--- config.mk ---
export PLATFORM = sky130hd
export DESIGN_NAME = round_robin_list_interleaver_unit
export DESIGN_NICKNAME = d
export VERILOG_FILES = /design/src/rrli_pkg.sv /design/src/rrli_ctrl.sv /design/src/rrli_datapath.sv /design/src/round_robin_list_interleaver_unit.sv
export VERILOG_INCLUDE_DIRS = /design/src /design/src/src
export SDC_FILE = /design/constraint.sdc
export NUM_CORES = 2
export LEC_CHECK = 0
export BUFFER_PORTS_ARGS = -buffer_cell sky130_fd_sc_hd__buf_2
export CAP_MARGIN = 20
export CORE_UTILIZATION = 35
export CTS_CLUSTER_DIAMETER = 150
export CTS_CLUSTER_SIZE = 20
export DETAILED_ROUTE_END_ITERATION = 10
export PLACE_DENSITY = 0.53
export SLEW_MARGIN = 15
export SYNTH_ARGS = -nofsm -noshare
export SYNTH_HDL_FRONTEND = slang
export SYNTH_HIERARCHICAL = 1
export SYNTH_SLANG_ARGS = --single-unit
--- constraint.sdc ---
create_clock -name clock -period 3.65 [get_ports clock]
set_input_delay 0.365 -clock clock [delete_from_list [all_inputs] [get_ports clock]]
set_output_delay 0.365 -clock clock [all_outputs]
set_load 0.05 [all_outputs]
--- src/round_robin_list_interleaver_unit_assert.svh ---
// Assertion macros used by the interleaver datapath.
`ifndef ROUND_ROBIN_LIST_INTERLEAVER_UNIT_ASSERT_SVH
`define ROUND_ROBIN_LIST_INTERLEAVER_UNIT_ASSERT_SVH

// Check a condition in the same cycle as its trigger.
`define RRLI_ASSERT_NOW(label, clk, rst, trig, cond, msg) \
   label: assert property (@(posedge clk) disable iff (rst) (trig) |-> (cond)) \
      else $error(msg);

// Check a condition in the cycle after its trigger.
`define RRLI_ASSERT_NEXT(label, clk, rst, trig, cond, msg) \
   label: assert property (@(posedge clk) disable iff (rst) (trig) |=> (cond)) \
      else $error(msg);

`endif

--- src/rrli_pkg.sv ---
// Shared constants, codes and handshake structs for the list interleaver.
`timescale 1ns / 1ps
package rrli_pkg;

   localparam int NUM_LISTS   = 4;
   localparam int LIST_DEPTH  = 16;
   localparam int VALUE_WIDTH = 32;

   localparam int LIST_W = (NUM_LISTS > 1) ? $clog2(NUM_LISTS) : 1;
   localparam int POS_W  = (LIST_DEPTH > 1) ? $clog2(LIST_DEPTH) : 1;
   localparam int CNT_W  = $clog2(LIST_DEPTH + 1);
   localparam int ADDR_W = $clog2(NUM_LISTS * LIST_DEPTH);

   // Fixed widths of the request and response fields
   localparam int CMD_W    = 2;
   localparam int IDX_W    = 2;
   localparam int DATA_W   = 32;
   localparam int STATUS_W = 3;
   localparam int SRC_W    = 2;

   typedef enum logic [CMD_W-1:0] {
      CMD_APPEND = 2'd0,
      CMD_NEXT   = 2'd1,
      CMD_CLEAR  = 2'd2
   } rrli_cmd_code_type;

   typedef enum logic [STATUS_W-1:0] {
      STATUS_LOADED    = 3'd0,
      STATUS_DELIVERED = 3'd1,
      STATUS_EXHAUSTED = 3'd2,
      STATUS_FULL      = 3'd3,
      STATUS_CLEARED   = 3'd4
   } rrli_status_type;

   // Controller to datapath
   typedef struct packed {
      logic accept;   // request taken this cycle
      logic deliver;  // fetched element goes to the response register
   } rrli_cmd_type;

   // Datapath to controller
   typedef struct packed {
      logic out_free; // response register empty or draining
      logic is_next;  // pending request asks for the next element
      logic hit;      // some list still holds an unread element
   } rrli_stat_type;

endpackage

--- src/rrli_ctrl.sv ---
// Sequencing state machine of the list interleaver.
`timescale 1ns / 1ps
module rrli_ctrl
   import rrli_pkg::*;
(
   input  logic          clock,
   input  logic          reset,
   input  logic          req_tvalid,
   output logic          req_tready,
   input  rrli_stat_type stat,
   output rrli_cmd_type  cmd
);

   typedef enum logic {
      S_IDLE,
      S_FETCH
   } state_type;

   state_type state_ff, state_in;

   always_comb begin
      state_in    = state_ff;
      req_tready  = 1'b0;
      cmd.accept  = 1'b0;
      cmd.deliver = 1'b0;
      unique case (state_ff)
         S_IDLE: begin
            req_tready = stat.out_free;
            cmd.accept = req_tvalid && stat.out_free;
            if (cmd.accept && stat.is_next && stat.hit) begin
               state_in = S_FETCH;
            end
         end
         S_FETCH: begin
            // memory word is in the read register; wait for room at the output
            cmd.deliver = stat.out_free;
            if (stat.out_free) begin
               state_in = S_IDLE;
            end
         end
      endcase
   end

   always_ff @(posedge clock) begin
      if (reset) begin
         state_ff <= S_IDLE;
      end else begin
         state_ff <= state_in;
      end
   end

endmodule

--- src/rrli_datapath.sv ---
// List counters, element memory, round-robin pick and response register.
`timescale 1ns / 1ps
`include "round_robin_list_interleaver_unit_assert.svh"
module rrli_datapath
   import rrli_pkg::*;
(
   input  logic                       clock,
   input  logic                       reset,
   input  rrli_cmd_type               cmd,
   output rrli_stat_type              stat,
   input  logic [CMD_W-1:0]           req_command,
   input  logic [IDX_W-1:0]           req_list_index,
   input  logic signed [DATA_W-1:0]   req_value,
   output logic                       rsp_valid,
   input  logic                       rsp_ready,
   output logic [STATUS_W-1:0]        rsp_status,
   output logic signed [DATA_W-1:0]   rsp_element,
   output logic [SRC_W-1:0]           rsp_source_list
);

   logic [CNT_W-1:0]       fill_ff [NUM_LISTS];
   logic [CNT_W-1:0]       fill_in [NUM_LISTS];
   logic [CNT_W-1:0]       read_ff [NUM_LISTS];
   logic [CNT_W-1:0]       read_in [NUM_LISTS];
   logic [LIST_W-1:0]      turn_ff, turn_in;
   logic [VALUE_WIDTH-1:0] store_mem [NUM_LISTS * LIST_DEPTH];
   logic [VALUE_WIDTH-1:0] rd_data_ff;
   logic [LIST_W-1:0]      src_hold_ff;

   logic                   rsp_valid_ff, rsp_valid_in;
   logic [STATUS_W-1:0]    status_ff, status_in;
   logic [DATA_W-1:0]      element_ff, element_in;
   logic [SRC_W-1:0]       source_ff, source_in;

   logic [NUM_LISTS-1:0]   live;
   logic                   hit;
   logic [LIST_W-1:0]      pick;
   logic [LIST_W-1:0]      load_list;
   logic                   idx_ok;
   logic                   list_full;
   logic                   do_write, do_read, write_out;
   logic [ADDR_W-1:0]      wr_addr, rd_addr;
   logic                   clear_accept, all_empty;

   always_comb begin
      for (int i = 0; i < NUM_LISTS; i++) begin
         live[i] = read_ff[i] < fill_ff[i];
      end
   end

   // first live list at or after the turn pointer, in cyclic order
   always_comb begin
      logic [LIST_W:0] slot;
      hit  = 1'b0;
      pick = '0;
      slot = '0;
      for (int n = NUM_LISTS - 1; n >= 0; n--) begin
         slot = {1'b0, turn_ff} + (LIST_W + 1)'(n);
         if (slot >= (LIST_W + 1)'(NUM_LISTS)) begin
            slot = slot - (LIST_W + 1)'(NUM_LISTS);
         end
         if (live[slot[LIST_W-1:0]]) begin
            hit  = 1'b1;
            pick = slot[LIST_W-1:0];
         end
      end
   end

   assign idx_ok    = 32'(req_list_index) < NUM_LISTS;
   assign load_list = LIST_W'(req_list_index);
   assign list_full = fill_ff[load_list] >= CNT_W'(LIST_DEPTH);
   assign wr_addr   = ADDR_W'(load_list * LIST_DEPTH) + ADDR_W'(fill_ff[load_list][POS_W-1:0]);
   assign rd_addr   = ADDR_W'(pick * LIST_DEPTH) + ADDR_W'(read_ff[pick][POS_W-1:0]);

   assign stat.out_free = !rsp_valid_ff || rsp_ready;
   assign stat.is_next  = req_command == CMD_NEXT;
   assign stat.hit      = hit;

   always_comb begin
      fill_in      = fill_ff;
      read_in      = read_ff;
      turn_in      = turn_ff;
      do_write     = 1'b0;
      do_read      = 1'b0;
      write_out    = 1'b0;
      status_in    = status_ff;
      element_in   = element_ff;
      source_in    = source_ff;
      if (cmd.accept) begin
         write_out  = 1'b1;
         element_in = '0;
         source_in  = '0;
         unique case (req_command)
            CMD_APPEND: begin
               source_in = SRC_W'(req_list_index);
               if (idx_ok && !list_full) begin
                  do_write           = 1'b1;
                  fill_in[load_list] = fill_ff[load_list] + 1'b1;
                  status_in          = STATUS_LOADED;
               end else begin
                  status_in = STATUS_FULL;
               end
            end
            CMD_NEXT: begin
               status_in = STATUS_EXHAUSTED;
               if (hit) begin
                  // result is written later from the fetch state, once the word is read
                  write_out     = 1'b0;
                  do_read       = 1'b1;
                  read_in[pick] = read_ff[pick] + 1'b1;
                  turn_in       = (pick == LIST_W'(NUM_LISTS - 1)) ? '0 : pick + 1'b1;
               end
            end
            CMD_CLEAR: begin
               for (int i = 0; i < NUM_LISTS; i++) begin
                  fill_in[i] = '0;
                  read_in[i] = '0;
               end
               turn_in   = '0;
               status_in = STATUS_CLEARED;
            end
            default: begin
               status_in = STATUS_EXHAUSTED;
            end
         endcase
      end else if (cmd.deliver) begin
         write_out  = 1'b1;
         status_in  = STATUS_DELIVERED;
         element_in = DATA_W'(signed'(rd_data_ff));
         source_in  = SRC_W'(src_hold_ff);
      end
      if (write_out) begin
         rsp_valid_in = 1'b1;
      end else if (rsp_ready) begin
         rsp_valid_in = 1'b0;
      end else begin
         rsp_valid_in = rsp_valid_ff;
      end
   end

   always_ff @(posedge clock) begin
      if (reset) begin
         for (int i = 0; i < NUM_LISTS; i++) begin
            fill_ff[i] <= '0;
            read_ff[i] <= '0;
         end
         turn_ff      <= '0;
         rsp_valid_ff <= 1'b0;
      end else begin
         fill_ff      <= fill_in;
         read_ff      <= read_in;
         turn_ff      <= turn_in;
         rsp_valid_ff <= rsp_valid_in;
      end
   end

   always_ff @(posedge clock) begin
      status_ff  <= status_in;
      element_ff <= element_in;
      source_ff  <= source_in;
      if (do_read) begin
         src_hold_ff <= pick;
      end
   end

   // element memory: one write port, one registered read port
   always_ff @(posedge clock) begin
      if (do_write) begin
         store_mem[wr_addr] <= VALUE_WIDTH'(req_value);
      end
      if (do_read) begin
         rd_data_ff <= store_mem[rd_addr];
      end
   end

   assign rsp_valid       = rsp_valid_ff;
   assign rsp_status      = status_ff;
   assign rsp_element     = element_ff;
   assign rsp_source_list = source_ff;

   assign clear_accept = cmd.accept && req_command == CMD_CLEAR;
   assign all_empty    = turn_ff == '0 && live == '0;

   `RRLI_ASSERT_NOW(a_no_overwrite, clock, reset, write_out, stat.out_free, "response overwritten")
   `RRLI_ASSERT_NOW(a_one_source, clock, reset, cmd.deliver, !cmd.accept, "accept during fetch")
   `RRLI_ASSERT_NEXT(a_clear_empties, clock, reset, clear_accept, all_empty, "clear left state")

endmodule

--- src/round_robin_list_interleaver_unit.sv ---
// Top level of the round-robin list interleaver: ports, field packing, wiring.
`timescale 1ns / 1ps
// Append, clear and exhausted requests answer in the cycle after acceptance; a next
// request that finds an element answers once the response register is free, after the
// registered read of the element memory between pick and response. One request per
// cycle while the response register is free or draining, but none during that read.
// Reset (synchronous, active high) empties all lists, returns the turn to list 0
// and drops any pending response; the element memory keeps its contents.
module round_robin_list_interleaver_unit
   import rrli_pkg::*;
(
   input  logic        clock,
   input  logic        reset,
   // request channel
   input  logic        req_tvalid,
   output logic        req_tready,
   input  logic [39:0] req_tdata,   // [1:0] list_index, [33:2] value, [39:34] zero
   input  logic [1:0]  req_tuser,   // [1:0] command
   // response channel
   output logic        rsp_tvalid,
   input  logic        rsp_tready,
   output logic [39:0] rsp_tdata,   // [31:0] element, [33:32] source_list, [39:34] zero
   output logic [2:0]  rsp_tuser    // [2:0] status
);

   rrli_cmd_type               cmd;
   rrli_stat_type              stat;
   logic [IDX_W-1:0]           req_list_index;
   logic signed [DATA_W-1:0]   req_value;
   logic [STATUS_W-1:0]        rsp_status;
   logic signed [DATA_W-1:0]   rsp_element;
   logic [SRC_W-1:0]           rsp_source_list;

   // Unpack the request fields; the command travels on tuser.
   assign req_list_index = req_tdata[IDX_W-1:0];
   assign req_value      = req_tdata[IDX_W+DATA_W-1:IDX_W];

   // The controller takes a request whenever the response register is free or
   // draining, and holds the request side off while a memory read is in flight.
   rrli_ctrl u_ctrl (
      .clock      (clock),
      .reset      (reset),
      .req_tvalid (req_tvalid),
      .req_tready (req_tready),
      .stat       (stat),
      .cmd        (cmd)
   );

   // The datapath owns the per-list fill and read counters, the turn pointer,
   // the element memory and the response register.
   rrli_datapath u_datapath (
      .clock           (clock),
      .reset           (reset),
      .cmd             (cmd),
      .stat            (stat),
      .req_command     (req_tuser),
      .req_list_index  (req_list_index),
      .req_value       (req_value),
      .rsp_valid       (rsp_tvalid),
      .rsp_ready       (rsp_tready),
      .rsp_status      (rsp_status),
      .rsp_element     (rsp_element),
      .rsp_source_list (rsp_source_list)
   );

   // Pack the response; pad tdata with zeros up to whole bytes.
   assign rsp_tdata = {6'd0, rsp_source_list, rsp_element};
   assign rsp_tuser = rsp_status;

endmodule

### Word level (Yosys, flattened, before mapping)

Memories as Yosys holds them, arrays and structs flattened. A register that Yosys moved wholly into a read port is not among the register bits.
Index checks and enable logic that the tools add are counted.

| storage, ports and cells | value |
|---|---|
| input bits | 46 |
| memories | 1 |
| output and inout port bits | 45 |
| register bits after elaboration | 83 |
| logic and storage cells | 133 |
| memory bits (writable) | 2,048 |

Memories:

| name | depth | bits a word | rd ports | clocked after Yosys merged registers in | wr ports | line | RTL |
|---|---|---|---|---|---|---|---|
| u_datapath.store_mem | 64 | 32 | 1 | 1 | 1 | rrli_datapath.sv:26 | `logic [VALUE_WIDTH-1:0] store_mem [NUM_LISTS * LIST_DEPTH];` |

| operators by class | value |
|---|---|
| bitwise operators | 3 |
| reduce and logical (&&, ||, !) cells | 14 |
| $lt $le $gt $ge | 17 |
| $add $sub $neg | 12 |
| equality and inequality tests | 5 |
| mux-type cells | 66 |

Operator list:

| operator | count |
|---|---|
| $pmux W20 S2 | 2 |
| $bwmux W20 | 2 |
| $mux W20 | 2 |
| $mux W5 | 6 |
| $mux W2 | 14 |
| $mux W1 | 27 |
| $bmux W5 S2 | 2 |
| $demux W5 S2 | 2 |
| $lt A5 B5 Y1 | 4 |
| $ge A3 B3 Y1 const B | 5 |
| $add A6 B4 Y6 | 2 |
| $lt A2 B3 Y1 const B | 4 |
| $add A5 B1 Y5 const B | 2 |
| $bmux W1 S2 | 4 |
| $reduce_bool A2 Y1 | 4 |
| $sub A2 B1 Y2 const B | 4 |
| $add A2 B2 Y3 const B | 2 |
| $lt A3 B1 Y1 const B | 2 |
| $mux W3 | 2 |
| $not A2 Y3 | 2 |
| $pmux W3 S2 | 1 |
| $reduce_and A3 Y1 | 2 |
| $ge A5 B5 Y1 const B | 1 |
| $logic_and A1 B1 Y1 | 5 |
| 13 further kinds | 14 |

### Longest topological paths before layout

| logic depth | value |
|---|---|
| depth in word-level cells | 17 |
| depth in mapped cells | 21 |
| depth with buffers taken out | 17 |

### Modules after synthesis

The synthesis kept the hierarchy.

Modules (own cells, without submodules):

| module | seq. area each (um^2) | area each (um^2) | cells an instance | times used |
|---|---|---|---|---|
| rrli_datapath | 64,171.5 | 84,881.4 | 5,824 | 1 |
| rrli_ctrl | 20.0 | 77.6 | 8 | 1 |
| round_robin_list_interleaver_unit | 0.0 | 48.8 | 7 | 1 |

### Worst setup path before layout

No wires, ideal clock.

| path | value |
|---|---|
| kind | register to register |
| from | register u_datapath.rsp_valid_ff, in the netlist u_datapath/rsp_valid |
| to | memory u_datapath.store_mem[39][0], enable pin |
| data required time | 3,229 ps |
| cell stages (with the launch flop) | 9 |
| period minus slack after synthesis | 4,446 ps |
| data arrival time | 4,025 ps |
| slack | -796 ps |
| buffers on the path | 1 |
| setup time | 421 ps |
| path through | dfxtp_1 nand2b_1 nor2b_2 and2_1 clkbuf_1 nand3b_1 nor3b_1 nand3_1 nor2_1 |

RTL lines:

| item | line | RTL |
|---|---|---|
| start: declaration | rrli_datapath.sv:30 | `logic rsp_valid_ff, rsp_valid_in;` |
| start signal: assignment | rrli_datapath.sv:153 | `rsp_valid_ff <= rsp_valid_in;` |
| end: declaration | rrli_datapath.sv:26 |  |

### Worst setup path after layout

| path | value |
|---|---|
| from | register u_datapath/fill_ff[17] (netlist name) |
| to | register u_datapath.rd_data_ff[8], read port of u_datapath.store_mem (data pin) |

| between the ends | value |
|---|---|
| cells in the longest elaborated chain, start to end | 12 |
| elaborated cells between the ends (all ways) | 25 |
| classes of those cells | add/sub (1); order compare (1); mux (22); bitwise (1) |

RTL lines:

| item | line | RTL |
|---|---|---|
| start: declaration | rrli_datapath.sv:21 | `logic [CNT_W-1:0] fill_ff [NUM_LISTS];` |
| start signal: assignment | rrli_datapath.sv:150 | `fill_ff <= fill_in;` |
| $lt A5 B5 Y1 * | rrli_datapath.sv:47 | `live[i] = read_ff[i] < fill_ff[i];` |
| $bmux W1 S2 | rrli_datapath.sv:62 | `if (live[slot[LIST_W-1:0]]) begin` |
| $mux W1 (not written as such) | rrli_datapath.sv:62 |  |
| $mux W2 (4 in series) | rrli_datapath.sv:62 |  |
| $not A2 Y3 (not written as such) | rrli_datapath.sv:73 | `assign rd_addr = ADDR_W'(pick * LIST_DEPTH) + ADDR_W'(read_ff[pick][POS_W-1:0]);` |
| $bmux W5 S2 | rrli_datapath.sv:73 |  |
| $mux W5 (2 in series) | -- |  |
| $add A6 B4 Y6 | rrli_datapath.sv:73 |  |
| end: declaration | rrli_datapath.sv:27 | `logic [VALUE_WIDTH-1:0] rd_data_ff;` |

Every way passes the cells marked *; elsewhere a longest branch is shown, timed or not. The select of a mux whose other input is x is not followed.
A chain may end at the register's enable or synchronous reset.

==> results.py <==
metrics = {
    "outcome": {
        "status": "complete, but fails checks",
        "violations": "setup timing",
    },
    "detailed_routing": {
        "ant_nets": 0,
        "drc": 0,
        "vias": 54600,
        "drtPass1Iterations": 6,
        "avgRoutedWirePerCell_um": 28.2,
        "routed_wl_um": 278000,
        "drt_iter0_markers": 6350,
        "avgViaCountPerCell": 5.54,
    },
    "global_route": {
        "grt_start_max_net_pins": 65,
        "use_met2_pct": 34.3,
        "met3_usage_pct": 2.59,
        "grt_pass1_vias": 51400,
        "antenna_found_initial": 18,
        "overflow": 0,
        "use_met1_pct": 30.0,
        "grt_pass1_wl_um": 377000,
        "grtUsageTotal_pct": 21.3,
        "busiest_layer": "met2",
    },
    "placed_design": {
        "gp_congestion": 0.827,
        "placed_cells": 9398,
        "place_ws_ns": -1.55,
        "hpwl_um": 159000,
        "port_buffers": 78,
    },
    "floorplanning": {
        "core-area_sq_um": 241000,
        "num_io_pins": 91,
        "fp.dieH_um": 495,
        "fp.dieW_um": 495,
        "die_area_sq_um": 245000,
        "start_util_pct": 35.3,
        "row_count": 180,
    },
    "min_path": {
        "min_to": "u_datapath/store_mem[3][9]$_DFFE_PP_",
        "worstHoldStart": "req_tdata[11]",
        "holdPathStages": 1,
        "hp-class": "input pin to flop",
    },
    "sta": {
        "maxClockFrequency_mhz": 230,
        "drv_slew": 0,
        "grt_setup_unrepaired": "true",
        "tightest_slew_ns": 1.17,
        "post-route-min-period_ns": 4.35,
        "worst_slack_ns": -0.697,
        "max_slew_margin_pct": 22.3,
        "fin_crit_sh_pct": 119,
        "skew_ns": 0.0443,
        "hold_viol_final": 0,
        "setup_viol": 40,
    },
    "yosys": {
        "synth_area_per_cell_sq_um": 14.6,
        "synthMostInstantiatedCell": "edfxtp_1",
        "yosysWarnings": 6,
        "ys_seq_area_share_pct": 75.5,
        "synth_edf_count": 2087,
        "netlist_instances": 5839,
        "synth_area_leader_cell": "edfxtp_1",
        "yosys-top-cells-count": "2087 x edfxtp_1, 1264 x nand2_1, 289 x mux2i_1",
        "synth_top_flop_cell": "edfxtp_1",
        "async_flop_share_pct": 0,
        "ys_ff_latch": 2163,
        "synthTopCellsByArea": "edfxtp_1 74%, nand2_1 5.6%, mux2i_1 3.4%, dfxtp_1 1.8%, nand3_1 1.7%",
        "yosys.cell_types.count": 71,
        "yosys.area.top_type_share_pct": 73.7,
        "netlist_area_sq_um": 85000,
    },
    "critical_path": {
        "cp.required_ns": 4.23,
        "crit_path_end_kind": "flop",
        "crit_path_start_kind": "flop",
        "reg2reg_to": "u_datapath/rd_data_ff[8]$_DFFE_PP_",
        "ff2ff_setup_slack_ns": -0.70,
        "worst_ep_arrival_time_ns": 4.93,
        "worstPathMaxFanout": 10,
        "worstSetupPathType": "flop to flop",
        "r2r_start": "u_datapath/fill_ff[17]$_SDFFE_PP0P_",
        "rr_worst_depth": 22,
    },
    "layout": {
        "layout.cells.non_filler": 9859,
        "synthToLayoutAreaGrowth_pct": 25.0,
        "drive_gt1_share_pct": 25.0,
        "nets": 6654,
        "seq_area_sq_um": 64200,
        "nFillCells": 21300,
        "final_core_util_pct": 44.1,
        "multi_input_area_sq_um": 22100,
    },
    "clocking": {
        "cts_tree": "built",
        "cts_max_level": 3,
        "cts_inserted_buffers": 118,
        "clk_pin_slew_ns": 0.10,
        "cts_buffer_depth": 3,
        "clk_latency_ns": 0.83,
        "cts_sinks": 2163,
        "clock-root-buffer": "clkbuf_16",
    },
    "power_and_ir_drop": {
        "ir_drop_mv": 0.422,
        "p_total_uw": 43700,
        "p_leak_uw": 0.0348,
        "power_density_nw_per_um2": 411,
    },
    "flow_run": {
        "cap_violations": 0,
    },
}
## worst max-delay path: stages, from the launching register on
cell and delay [ns]:
dfxtp_2 0.35, inv_2 0.04, ha_4 0.20, a21o_1 0.15, a311o_1 0.37, a211o_1 0.32, a21o_1 0.18, and3_4 0.20
clkinv_8 0.09, a211o_4 0.15, buf_12 0.11, buf_8 0.10, nand2_8 0.06, buf_12 0.16, buf_16 0.19, buf_12 0.16
clkbuf_16 0.17, a21oi_2 0.13, a32o_2 0.14, o22ai_2 0.11, o31ai_4 0.43, buf_4 0.20, nand3_2 0.06
## stage by stage
step	instance area (sq um)	hold WS (ns)	setup TNS, ns
6_report	106000	0.0607	-19.88
5_1_grt	106000	0.0652	-24.11
4_1_cts	102000	0.00973	-17.18
3_5_place_dp	95600	0.478	-37.66
3_3_place_gp	95500	0.474	-39.27
2_1_floorplan	85200	0.442	-333.45
## cells in the final DEF, fill, tap and decap left out, types with 29 or more instances in the layout
master	netlist	routed
edfxtp_1	2087	2087
nand2_1	1264	1255
buf_4	15	542
mux2i_1	289	278
nand3_1	287	264
buf_12	0	185
clkbuf_16	0	174
and3_1	197	155
a22oi_1	168	147
a31oi_1	115	112
nor2_1	166	98
a21oi_1	137	84
buf_6	7	80
buf_2	146	79
a32o_1	127	77
nor2_4	1	72
dfxtp_1	76	69
a311oi_1	98	63
clkbuf_1	204	60
buf_16	0	54
a21oi_2	0	50
a32o_2	0	50
and3_4	0	41
o22ai_2	0	32
a311oi_2	0	29
## registers in the layout, indices dropped and copies added, names as in the netlist, 3 cells and up
signal                  count
u_datapath/read_ff         20
u_datapath/store_mem     2048
u_datapath/fill_ff         20
u_datapath/rsp_element     32
u_datapath/rd_data_ff      32
u_datapath/rsp_status       3
## cell type report
class,count,area share (%)
Multi-Input combinational cell,3250,20.8
Inverter,27,0.119
Clock buffer,181,3.05
Clock inverter,6,0.0978
Antenna cell,21,0.0495
Timing Repair Buffer,1026,11.7
Tap cell,3185,3.75
Sequential cell,2163,60.4
## per-layer routing
metal	part of all wire, %	vias to the layer above	wire, um
li1	-	23800	-
met4	3.0	6	8270
met2	47	2150	131000
met3	7.2	321	20100
met1	43	28300	118000
met5	0.014	-	40
## worst max-delay path by stage
stage / start / end / slack, ns / cells past startpoint
after global placement: u_datapath/fill_ff[17]$_SDFFE_PP0P_ / u_datapath/rd_data_ff[18]$_DFFE_PP_ / -1.67 / 19
after floorplan: u_datapath/fill_ff[17]$_SDFFE_PP0P_ / u_datapath/rd_data_ff[11]$_DFFE_PP_ / -0.35 / 20
final: u_datapath/fill_ff[17]$_SDFFE_PP0P_ / u_datapath/rd_data_ff[8]$_DFFE_PP_ / -0.70 / 22
after CTS: u_datapath/fill_ff[17]$_SDFFE_PP0P_ / u_datapath/rd_data_ff[18]$_DFFE_PP_ / -0.61 / 22
after global routing: u_datapath/fill_ff[17]$_SDFFE_PP0P_ / u_datapath/rd_data_ff[8]$_DFFE_PP_ / -0.81 / 20
after detailed placement: u_datapath/fill_ff[17]$_SDFFE_PP0P_ / u_datapath/rd_data_ff[13]$_DFFE_PP_ / -1.55 / 18
## cells by family after synthesis
kind of cell / Yosys count / share of synthesized area (%)
flops: 2163 / 75.5
fa+ha+maj: 22 / 0.324
xor+xnor: 6 / 0.0618
mux: 326 / 3.95
buf+inv: 431 / 2.25
compound gates: 918 / 7.99
other cells: 1 / 0.00441
simple gates: 1972 / 9.91
## timing repair
item	4_1_cts	5_1_grt
setup endpoints to repair	44	48
endpoints found under the hold margin	18	48
gates cloned	27	60
resized for setup	338	457
hold buffers	6	4
buffers inserted	53	120
pin swaps	75	151
## power by group
group | internal [uW] | switching [uW] | total [uW] | leakage (uW)
registers | 27200 | 17.7 | 27200 | 0.0194
clock network | 6130 | 8020 | 14200 | 0.00160
logic | 873 | 1470 | 2350 | 0.0139
(Power assumes the default switching activity.)
